--- src/rtl/avo_fifo.sv ---
// Small first-in first-out queue built from flip-flops.
// Generic in width and depth; no package dependency.
module avo_fifo #(
   parameter int WIDTH = 8,
   parameter int DEPTH = 2
) (
   input  logic             clock,
   input  logic             reset,
   input  logic             push,
   input  logic [WIDTH-1:0] push_data,
   output logic             full,
   input  logic             pop,
   output logic [WIDTH-1:0] pop_data,
   output logic             empty
);

   localparam int PTR_W = (DEPTH > 1) ? $clog2(DEPTH) : 1;
   localparam int CNT_W = $clog2(DEPTH + 1);

   logic [WIDTH-1:0] mem_ff [DEPTH];
   logic [PTR_W-1:0] wr_ptr_ff, rd_ptr_ff;
   logic [CNT_W-1:0] count_ff;
   logic             do_push, do_pop;

   assign full     = (count_ff == CNT_W'(DEPTH));
   assign empty    = (count_ff == '0);
   assign do_push  = push && !full;
   assign do_pop   = pop && !empty;
   assign pop_data = mem_ff[rd_ptr_ff];

   // Storage is written without reset; only the pointers and the fill count are cleared.
   always_ff @(posedge clock) begin
      if (do_push) begin
         mem_ff[wr_ptr_ff] <= push_data;
      end
   end

   // Pointer and fill count bookkeeping.
   always_ff @(posedge clock) begin
      if (reset) begin
         wr_ptr_ff <= '0;
         rd_ptr_ff <= '0;
         count_ff  <= '0;
      end else begin
         if (do_push) begin
            wr_ptr_ff <= (wr_ptr_ff == PTR_W'(DEPTH - 1)) ? '0 : wr_ptr_ff + 1'b1;
         end
         if (do_pop) begin
            rd_ptr_ff <= (rd_ptr_ff == PTR_W'(DEPTH - 1)) ? '0 : rd_ptr_ff + 1'b1;
         end
         if (do_push && !do_pop) begin
            count_ff <= count_ff + 1'b1;
         end else if (do_pop && !do_push) begin
            count_ff <= count_ff - 1'b1;
         end
      end
   end

endmodule

--- config.mk ---
export PLATFORM = sky130hd
export DESIGN_NAME = avo_fifo
export DESIGN_NICKNAME = d
export VERILOG_FILES = /design/src/rtl/avo_fifo.sv
export SDC_FILE = /design/constraint.sdc
export NUM_CORES = 1
export LEC_CHECK = 0
export ABC_AREA = 0
export BUFFER_PORTS_ARGS = -buffer_cell sky130_fd_sc_hd__buf_2
export CAP_MARGIN = 5
export CORE_MARGIN = 2
export CORE_UTILIZATION = 45
export DETAILED_ROUTE_END_ITERATION = 12
export HOLD_SLACK_MARGIN = 0.06
export PLACE_DENSITY_LB_ADDON = 0.2
export RECOVER_POWER = 100
export SETUP_SLACK_MARGIN = 0.02
export SLEW_MARGIN = 20
export SYNTH_ARGS = -nofsm -noshare
export SYNTH_HDL_FRONTEND = slang
export SYNTH_SLANG_ARGS = --single-unit
--- constraint.sdc ---
create_clock -name clock -period 2.1 [get_ports clock]
set_input_delay 0.105 -clock clock [delete_from_list [all_inputs] [get_ports clock]]
set_output_delay 0.105 -clock clock [all_outputs]
set_load 0.01 [all_outputs]
==> metrics <==
P&R area growth vs syn=27.8%; initial antenna violation count=0; drt wl/cell=between 10 and 15 microns; post-CTS setup buffers=0; Post-Synthesis Cell Area=around 790 sq um; Core Area=between 1500 and 2000 sq um; Tot GR Track Use=roughly 12%; Gate power share=29.1%; Worst Tran Pin Value=around 0.52 ns; DRT Pass-1 Iters=2; clk_lat worst skew=0.29 ns; Final Cell Area=1010 sq um; Clock Sinks=21; largest net degree at the start of global routing=13; f_max=626 MHz; CP Data Required Time=~2.3 ns; Unique masters post-synth=13; layout cells sized above 1=between 20% and 30%; root buffer cell=clkbuf_4; Die Y=roughly 46 microns; commonest cells after routing, fill and taps aside=edfxtp_1 (16), clkbuf_1 (13), dlygate4sd3_1 (9), mux2_2 (8), buf_2 (8); Slew headroom=around two thirds; Rows=15; Final Critical Period=roughly 1.6 ns; DR vias=480; vias in the first global route=~500; cell total after placement=87; Syn Nets=between 60 and 70; Ports=22; total wire length=1190 microns; hold path startpoint=push; CTS H-tree lvls=1; Cells after Synth=50; Leak=approximately 0.38 nW; Clk pwr share=between 10% and 20%; final critical-path share of the clock period=about three quarters; FILL cells=approximately 160; Final Hold Vio Count=0; FF/Latch Area=581 sq um; R2R Path Start=count_ff[1]; Worst Setup SP=count_ff[1]; deepest clock path buffer count=2; max cap viols=0; Clk pin slew, worst setup/hold paths=about 0.11 ns; RSZ-0062 raised after global routing=no; Multi-input gate area=about 200 sq um; Layout Nets=between 90 and 100; Routed Antenna Nets=0; synth warn=0; Slew Limit Fails=0; average cell area after synthesis=between 15 and 20 sq um; CP Max Fanout=5; initial core utilization=between 40 and 50%; total gr overflow=0; CTS Hold Bufs=9; Critical Path AT=1.83 ns; Peak supply drop=approximately 0.00063 V; die area=2110 sq um; status=completed; Seq cells post-synth=21; area of placed instances=between 900 and 1000 sq um; Switching Fraction=between 30 and 40%; Initial DRC Count=2; leading cell type in the layout, fill and taps excluded=edfxtp_1; post-synthesis sequential area ratio=about 73%; gpl congestion=between 0.6 and 0.7; Worst setup SP type=flop; Worst Reg-to-Reg Cells=5; critical path class=reg2reg; CTS Buf Count=3; Worst Hold Class=in2reg; # port buffers=21; Die Width=46.0 microns; crit end category=flop; Hold Path Cell Cnt=4; CTS tree=done; first-pass GRT wire length=between 1500 and 2000 microns; Final Setup Violations=0; NetSw=roughly 0.33 mW; DP HPWL=around 840 microns; count of non-filler cells in the finished layout=100; Power per Cell Area=approximately 1100 nW/um^2; Setup TNS=0 ns; Worst Skew=0.00323 ns; Post-CTS Resized=0; Int Power=~0.75 mW; DRC Markers=0; drt via density=between 4 and 5; ant diodes=0; Reg power frac=53.9%
[Yosys cell counts]
library cell / number / area [sq um]
ha_1: 1 / 12.5
and2_1: 1 / 6.26
nor2b_2: 1 / 8.76
mux2_2: 8 / 90.1
a21oi_1: 2 / 10.0
dfxtp_1: 5 / 100
xor2_1: 3 / 26.3
buf_2: 1 / 5.00
or3_1: 2 / 12.5
o21ai_0: 3 / 15.0
nor2_1: 5 / 18.8
inv_1: 2 / 7.51
edfxtp_1: 16 / 480
[critical path, stage by stage (launching register included)]
cell     delay [ns]
dfxtp_1        0.38
nor2b_1        0.24
nor2_1         0.08
ha_1           0.31
or3_1          0.37
a21oi_1        0.14
[kinds of logic (layout without fill, tap and decap cells)]
logic type      after synthesis  count (layout)  share of synthesized area [%]
mux                           8               8                           11.4
xor+xnor                      3               3                           3.31
buf+inv                       3              36                           1.58
compound gates                5               5                           3.15
flops                        21              21                           73.2
fa+ha+maj                     1               1                           1.58
simple gates                  9               9                           5.84
[power by group through the flow]
stage | logic, mW | registers, mW | clock network [mW]
final | 0.314 | 0.582 | 0.183
after global routing | 0.354 | 0.592 | 0.208
after CTS | 0.341 | 0.585 | 0.192
after detailed placement | 0.326 | 0.595 | 0
after global placement | 0.322 | 0.592 | 0
after floorplan | 0.245 | 0.565 | 0
[through the flow]
stage	utilization (%)	total power, mW	hold WS [ns]	worst slack [ns]
2_1_floorplan	-	0.810	0.174	0.608
3_3_place_gp	54.1	0.914	0.294	0.599
3_5_place_dp	54.1	0.921	0.296	0.548
4_1_cts	61.1	1.12	0.179	0.526
5_1_grt	60.0	1.15	0.209	0.348
6_report	60.0	1.08	0.182	0.503
[worst paths after layout]
path                                     to  slack [ns]
worst max-delay path            count_ff[1]        0.50
worst max register to register  count_ff[1]        0.50
worst min-delay path              wr_ptr_ff        0.18
worst min register to register    wr_ptr_ff        0.49
[layout make-up]
| type | instances | share of cell area [%] |
|---|---|---|
| flip-flops and latches | 21 | 57.3 |
| multi-input cells | 26 | 19.5 |
| repair buffers | 30 | 17.7 |
| clock buffers | 3 | 2.22 |
| well taps | 17 | 2.10 |
| inverters | 2 | 0.741 |
| clock inverters | 1 | 0.494 |
[sequential cells by signal (all words and copies together) (netlist names), named ones only]
| signal | count |
|---|---|
| count_ff | 2 |
| mem_ff | 16 |
| wr_ptr_ff | 1 |
| rd_ptr_ff | 1 |
[per-layer routing]
metal | global-route usage [%] | part of all wire (%) | up-vias
li1 | - | - | 247
met4 | 2.86 | 0 | 0
met2 | 23.1 | 54 | 12
met5 | 0 | 0 | -
met3 | 3.57 | 4.8 | 0
met1 | 12.8 | 42 | 221
Note: power is estimated with default switching activity, not from simulation.
