<file path="config.mk">
export PLATFORM = sky130hd
export DESIGN_NAME = avo_front
export DESIGN_NICKNAME = d
export VERILOG_FILES = /design/src/rtl/avo_pkg.sv /design/src/rtl/avo_front.sv
export SDC_FILE = /design/constraint.sdc
export NUM_CORES = 1
export LEC_CHECK = 0
export BUFFER_PORTS_ARGS = -buffer_cell sky130_fd_sc_hd__buf_2
export CORE_ASPECT_RATIO = 1.5
export CORE_UTILIZATION = 46
export CTS_BUF_LIST = sky130_fd_sc_hd__clkbuf_4
export DETAILED_ROUTE_END_ITERATION = 8
export GPL_TIMING_DRIVEN = 1
export PLACE_DENSITY = 0.85
export SETUP_SLACK_MARGIN = 0.02
export SYNTH_ARGS = -nofsm -noshare
export SYNTH_HDL_FRONTEND = slang
export SYNTH_SLANG_ARGS = --single-unit
export TNS_END_PERCENT = 20
</file>
<file path="constraint.sdc">
create_clock -name clock -period 4.3 [get_ports clock]
set_input_delay 0.215 -clock clock [delete_from_list [all_inputs] [get_ports clock]]
set_output_delay 0.215 -clock clock [all_outputs]
set_load 0.01 [all_outputs]
</file>
<file path="src/rtl/avo_pkg.sv">
// Shared types and constants for the atom volume overlap block.
// No dependencies; the front, back, top level and testbench import this package.
package avo_pkg;

   // Field widths fixed by the interface.
   localparam int LEN_W = 16;
   localparam int VOL_W = 32;
   localparam int ACC_W = 40;

   // 4*pi/3 and pi, both scaled by 2^K_BITS.
   localparam int K_BITS    = 14;
   localparam int SPHERE_KW = 17;
   localparam int PI_KW     = 16;
   localparam logic [SPHERE_KW-1:0] SPHERE_K = 17'd68629;
   localparam logic [PI_KW-1:0]     PI_K     = 16'd51472;

   // Cap denominator is 12 times the distance.
   localparam int DEN_W = LEN_W + 4;
   localparam logic [DEN_W-1:0] DEN_MUL = 20'd12;

   // Largest cap magnitude and output saturation value.
   localparam logic [ACC_W:0]   CAP_CLAMP = 41'h100_0000_0000;
   localparam logic [VOL_W-1:0] OUT_MAX   = 32'hFFFF_FFFF;

   // One classified request as it travels from front to back.
   typedef struct packed {
      logic             first;
      logic             last;
      logic             skip;
      logic [LEN_W-1:0] ra;
      logic [LEN_W-1:0] rmin;
      logic [LEN_W-1:0] rb;
      logic [LEN_W-1:0] distance;
   } item_type;

endpackage

</file>
<file path="src/rtl/avo_front.sv">
// Front end: accepts requests, tracks the atom radius and marks skipped neighbors.
// Depends on avo_pkg.
module avo_front
   import avo_pkg::*;
(
   input  logic             clock,
   input  logic             reset,
   input  logic             accept,
   input  logic             first_of_atom,
   input  logic             last_of_atom,
   input  logic             neighbour_valid,
   input  logic [LEN_W-1:0] atom_max_radius,
   input  logic [LEN_W-1:0] atom_min_radius,
   input  logic [LEN_W-1:0] neighbour_radius,
   input  logic [LEN_W-1:0] neighbour_distance,
   output item_type         item
);

   logic [LEN_W-1:0] held_ff, held_in;
   logic [LEN_W-1:0] ra;
   logic [LEN_W:0]   sum_r;

   // The first request of an atom brings its own radius.
   assign ra      = first_of_atom ? atom_max_radius : held_ff;
   assign held_in = (accept && first_of_atom) ? atom_max_radius : held_ff;
   assign sum_r   = {1'b0, ra} + {1'b0, neighbour_radius};

   always_ff @(posedge clock) begin
      if (reset) begin
         held_ff <= '0;
      end else begin
         held_ff <= held_in;
      end
   end

   // An invalid neighbor, or one with no overlap or at zero distance, adds nothing.
   always_comb begin
      item.first    = first_of_atom;
      item.last     = last_of_atom;
      item.skip     = !neighbour_valid || (neighbour_distance == '0) ||
                      ({1'b0, neighbour_distance} >= sum_r);
      item.ra       = ra;
      item.rmin     = atom_min_radius;
      item.rb       = neighbour_radius;
      item.distance = neighbour_distance;
   end

endmodule

</file>
==> reports/metrics.cfg, run 1 <==
[worst_hold_path]
hold_start = atom_max_radius[5]
worstHoldEndpoint = held_ff[5]
min_path_type = primary input to flip-flop
hold_depth = 3

[die]
die_h_um = 88.72
die_area_um2 = 5306
initial_core_util = 0.4794
io_pins = 137
rows = 31
die_w_um = 59.81
core_um2 = 4810

[final_layout]
num-fill-cells = 506
final_common_cell = buf_2
regMostFlops = held_ff
final_nets = 446
drive_gt1_frac = 0.3812
instances_no_fill = 407
largest_register_ff_count = 16
syn2layout_area_growth_pct = 9.224
largestRegisters = held_ff: 16 flops
antenna_cells = 0
final_cell_mix = buf_2, nand2_1, a21oi_1

[power_and_ir_drop]
switching_power_w = 0.0002425
seqPwrFrac = 0.270
leakage_nw = 1.262
p_per_area_nw_per_um2 = 232.4
clock_power_share = 0.138
netSwitchingFraction = 0.4144
power_frac_comb = 0.591
internal_power_w = 0.0003427
finalPower_w = 0.0005852
vdd_drop_max_v = 0.00008497

[route]
drt_iter0_drc = 45
wire_per_inst_um = 13.80
vias = 2153
via_per_inst = 5.290
drt-total-wl_um = 5617
drcViolationCount = 0
dr.pass1.iters = 4
antenna_left = 0

[global_routing]
grt_pass1_vias = 2106
grt_pass1_wl_um = 8645
grt.total_usage = 0.2111
grt_overflow_total = 0
grt_start_max_net_pins = 17
antenna_found_initial = 0

[synth]
syn_area_um2 = 2306
syn_nets = 396
yosys_warnings = 0
yosysSeqAreaShare = 0.1389
syn_area_per_cell_um2 = 7.870
async_reset_ff_frac = 0
synth_cells = 293
synth-seq-cells = 16
synth_edf_count = 0
synth.distinct_cells = 42
synth_flop_cell = dfxtp_1

[critical_path]
crit_path_end_kind = primary output
rr_endpoint = held_ff[12]
worst-path-stages = 14
cp-start-kind = flip-flop
worstSetupPathType = flip-flop to primary output
crit_buf_inv = 1
crit_required_ns = 4.09
rrSetupSlack_ns = 3.68
crit_path_cell_trace = mux2_2, ha_1, fa_1, a211oi_2, o211ai_1, a21o_1, a21oi_1, xnor2_1, ha_1, and4_1, nor4b_1, a211oi_1, o311ai_1, buf_2
path_max_fanout = 3
crit_path_frequent_cell = ha_1
worstPathArrival_ns = 3.85
crit_family = compound AO/OA/AOI/OAI gates
reg2reg_depth = 2
slowest_stage = fa_1
max_stage_delay_ns = 0.44
r2r-start = held_ff[12]

[clocking]
clk_pin_slew_ns = 0.09
cts.path.max_buffers = 2
cts_root_buffer = clkbuf_4
ctsResizeCount = 0
post_cts_buffers = 0
htreeDepth = 1
clock_latency_ns = 0.29
hold_buffers = 0
numCtsBuffers = 3
cts_tree = done
clock-sinks = 16

[timing]
rsz0062_at_grt = no
hold_violations = 0
slew_viol_final = 0
finalSetupTns_ns = 0
finalSetupViolCount = 0
clock_skew_ns = 0
finalCriticalPeriod_ns = 4.070
max_freq_mhz = 245.7
min_period_over_period = 0.9465
maxSlewHeadroom = 0.6296
worstMarginPinSlew_ns = 0.5556

[placed_design]
io_buffer_count = 102
post-dp-hpwl_um = 4770
place_congestion = 0.9110
dp.cells = 404

[job]
cap_violations = 0

[status]
run_status = finished clean

## logic make-up (layout without fill, tap and decap cells)
kind of cell / count (synthesis) / in the layout / synth area share
AOI/OAI and AO/OA: 69 / 69 / 0.1910
DFF: 16 / 16 / 0.1389
and+or+nand+nor: 82 / 82 / 0.1726
adders and majority gates: 33 / 33 / 0.1823
muxes: 16 / 16 / 0.07813
buffers and inverters: 64 / 112 / 0.1877
xor gates and xnor gates: 13 / 13 / 0.04938
## tightest hold or removal path, stage by stage
cell     delay [ns]
buf_2          0.10
nand2_1        0.05
a21oi_1        0.05
## layer usage
metal	track usage	up-vias	wire [µm]	share of wire
li1	-	1092	-	-
met1	0.2181	971	2240	0.40
met2	0.3838	67	2873	0.51
met3	0.02047	23	226	0.040
met4	0.1522	0	277	0.049
met5	0	-	0	0
## through the flow
step	cell area, µm²	setup slack [ns]	hold WS (ns)	utilization
6_report	2519	0.2301	0.1562	0.5237
3_5_place_dp	2496	0.4424	0.4301	0.5190
5_1_grt	2519	0.07135	0.1576	0.5237
2_1_floorplan	2306	0.4980	0.3510	-
3_3_place_gp	2496	0.5413	0.4301	0.5190
4_1_cts	2519	0.2600	0.1526	0.5237
## cell usage after synthesis (6+ instances only)
| master | number | area, µm² |
|---|---|---|
| inv_1 | 6 | 22.52 |
| a21oi_1 | 34 | 170.2 |
| xnor2_1 | 6 | 52.55 |
| ha_1 | 32 | 400.4 |
| nor2_1 | 7 | 26.28 |
| buf_4 | 50 | 375.4 |
| dfxtp_1 | 16 | 320.3 |
| mux2_2 | 16 | 180.2 |
| nand2_1 | 43 | 161.4 |
| nand4_1 | 6 | 37.54 |
| xor2_1 | 7 | 61.31 |
| a21o_1 | 7 | 52.55 |
## how the worst max path moves through the flow
| stage | from | to | slack [ns] |
|---|---|---|---|
| floorplan | first_of_atom | item[64] | 0.50 |
| global placement | first_of_atom | item[64] | 0.54 |
| detailed placement | first_of_atom | item[64] | 0.44 |
| CTS | held_ff[0] | item[64] | 0.26 |
| global route | held_ff[0] | item[64] | 0.07 |
| finish | held_ff[0] | item[64] | 0.23 |
## power groups by stage
stage                Clock, W  Combinational (W)  Sequential [W]
finish              0.0000810           0.000346        0.000158
CTS                 0.0000834           0.000345        0.000158
global route        0.0000884           0.000385        0.000159
floorplan                   0           0.000273        0.000161
detailed placement          0           0.000343        0.000162
global placement            0           0.000333        0.000161
## layout make-up
cell class	instances	area, µm²	area share
well taps	66	82.58	0.03279
inverters	6	22.52	0.008942
repair buffers	103	518.0	0.2057
flip-flops and latches	16	320.3	0.1272
multi-input cells	213	1553	0.6165
clock buffers	3	22.52	0.008942
(Power assumes the default switching activity.)
==> run 2: changes to the inputs <==
Settings changed: RECOVER_POWER set to 100.
==> run 2 against run 1 <==
Worst hold slack improved by 0.0026 ns; first-iteration DRC count increased by 2.2%; largest cell class unchanged; design area decreased by 1.9%; fmax about the same; utilization decreased by 0.99 points; register-to-register slack about the same; sequential cell count unchanged; worst setup slack got worse by 0.0022 ns.
==> reports/metrics.cfg, run 2 (synthesized netlist as in run 1, its figures left out) <==
[placed_design]
place_congestion = 0.9110  ; unchanged
post-dp-hpwl_um = 4770  ; unchanged
io_buffer_count = 102  ; unchanged
postPlaceCellArea_um2 = 2496  ; unchanged

[die]
initial_core_util = 0.4794  ; unchanged
die_area_um2 = 5306  ; unchanged
rows = 31  ; unchanged
die_h_um = 88.72  ; unchanged
io_pins = 137  ; unchanged
core_um2 = 4810  ; unchanged
die_w_um = 59.81  ; unchanged

[critical_path]
crit_required_ns = 4.09  ; about the same
crit_buf_inv = 1  ; unchanged
path_max_fanout = 3  ; unchanged
crit_family = compound AO/OA/AOI/OAI gates
slowest_stage = fa_1
rrSetupSlack_ns = 3.68  ; about the same
worstSetupPathType = flip-flop to primary output
crit_path_cell_trace = mux2_2, ha_1, fa_1, a211oi_2, o211ai_1, a21o_1, a21oi_1, xnor2_1, ha_1, and4_1, nor4b_1, a211oi_1, o311ai_1, clkbuf_1
crit_path_frequent_cell = ha_1
max_stage_delay_ns = 0.44  ; about the same
crit_path_end_kind = primary output
worstPathArrival_ns = 3.86  ; about the same
cp-start-kind = flip-flop

[timing]
rsz0062_at_grt = no
finalCriticalPeriod_ns = 4.072  ; +0.002156 ns
clock_skew_ns = 0  ; unchanged
max_freq_mhz = 245.6  ; about the same
finalSetupTns_ns = 0  ; unchanged
slew_viol_final = 0  ; unchanged
min_period_over_period = 0.9470  ; about the same
finalSetupViolCount = 0  ; unchanged
hold_violations = 0  ; unchanged
worstMarginPinSlew_ns = 0.8010  ; +0.2454 ns
maxSlewHeadroom = 0.4657  ; -0.1639

[route]
drcViolationCount = 0  ; unchanged
met3_length_um = 220  ; -2.7%
antenna_left = 0  ; unchanged
drt_iter0_drc = 46  ; +2.2%
wl_met1_um = 2261  ; +0.94%
wl_met2_um = 2870  ; -0.10%
via_per_inst = 5.307  ; +0.33%
vias = 2160  ; +0.33%
routed.top_layer = met4
wire_per_inst_um = 13.87  ; +0.53%
drt-total-wl_um = 5647  ; +0.53%
dr.pass1.iters = 4  ; unchanged

[clocking]
hold_buffers = 0  ; unchanged
clk_pin_slew_ns = 0.09  ; about the same
ctsResizeCount = 0  ; unchanged
cts.path.max_buffers = 2  ; unchanged
numCtsBuffers = 3  ; unchanged
clock-sinks = 16  ; unchanged
post_cts_buffers = 0  ; unchanged
cts_root_buffer = clkbuf_4
clock_latency_ns = 0.29  ; about the same
cts_tree = done
htreeDepth = 1  ; unchanged

[final_layout]
largest_register_ff_count = 16  ; unchanged
final_nets = 446  ; unchanged
antenna_cells = 0  ; unchanged
postLayoutCellArea_um2 = 2471  ; -1.9%
final_common_cell = buf_2
final_cell_mix = buf_2, nand2_1, clkbuf_1
regMostFlops = held_ff
syn2layout_area_growth_pct = 7.162
drive_gt1_frac = 0.2375  ; -0.1437
largestRegisters = held_ff: 16 flops

[global_routing]
grt_pass1_vias = 2106  ; unchanged
grt_pass1_wl_um = 8645  ; unchanged
grt_overflow_total = 0  ; unchanged
grt.total_usage = 0.2111  ; unchanged
antenna_found_initial = 0  ; unchanged
grt_start_max_net_pins = 17  ; unchanged

[power_and_ir_drop]
p_per_area_nw_per_um2 = 234.0  ; +0.71%
vdd_drop_max_v = 0.00008464  ; -0.39%
leakage_nw = 1.160  ; -8.1%

[status]
run_status = finished clean

[worst_hold_path]
min_path_type = primary input to flip-flop

[job]
cap_violations = 0  ; unchanged

-- run 2: cell count changes in the layout (fill, tap and decap cells not counted), sizes merged --
cell and change:
clkbuf +38, buf -38
-- run 2: worst min-delay path, delay by kind of cell --
kind                   cells  cell delay, ns
AOI/OAI and AO/OA          1            0.05
buffers and inverters      1            0.10
and+or+nand+nor            1            0.05
-- run 2: final cells by class --
| type | count | area (µm²) |
|---|---|---|
| clock buffers | 3 | 22.52 |
| well taps | 66 | 82.58 |
| fillers | 533 | 2338 |
| flip-flops and latches | 16 | 320.3 |
| multi-input cells | 213 | 1553 |
| inverters | 6 | 22.52 |
| repair buffers | 103 | 470.5 |
-- run 2: report_power, final --
group | switching [W] | leakage (nW) | internal [W]
Clock | 0.0000481 | 0.0138 | 0.0000326
Combinational | 0.000192 | 1.02 | 0.000147
Sequential | 0.00000309 | 0.131 | 0.000155
Total | 0.000243 | 1.16 | 0.000335
-- run 2: routing by layer --
metal | vias up | track usage
met3 | 25 | 0.02047
met1 | 979 | 0.2181
met5 | - | 0
met2 | 67 | 0.3838
li1 | 1089 | -
met4 | 0 | 0.1522
-- run 2: path summary, 6_finish.rpt --
path / cells past startpoint / startpoint / end
worst max-delay path: 14 / held_ff[0] / item[64]
worst min-delay path: 3 / atom_max_radius[5] / held_ff[5]
worst max register to register: 2 / held_ff[12] / held_ff[12]
worst min register to register: 2 / held_ff[5] / held_ff[5]
-- run 2: stage by stage --
stage            util  hold slack, ns  worst slack, ns  instances  total power, W
2_1_floorplan       -          0.3510           0.4980        293       0.0004332
3_3_place_gp   0.5190          0.4301           0.5413        404       0.0004938
3_5_place_dp   0.5190          0.4301           0.4424        404       0.0005048
4_1_cts        0.5237          0.1526           0.2600        407       0.0005866
5_1_grt        0.5138          0.1578          0.05165        407       0.0006258
6_report       0.5138          0.1587           0.2279        407       0.0005782
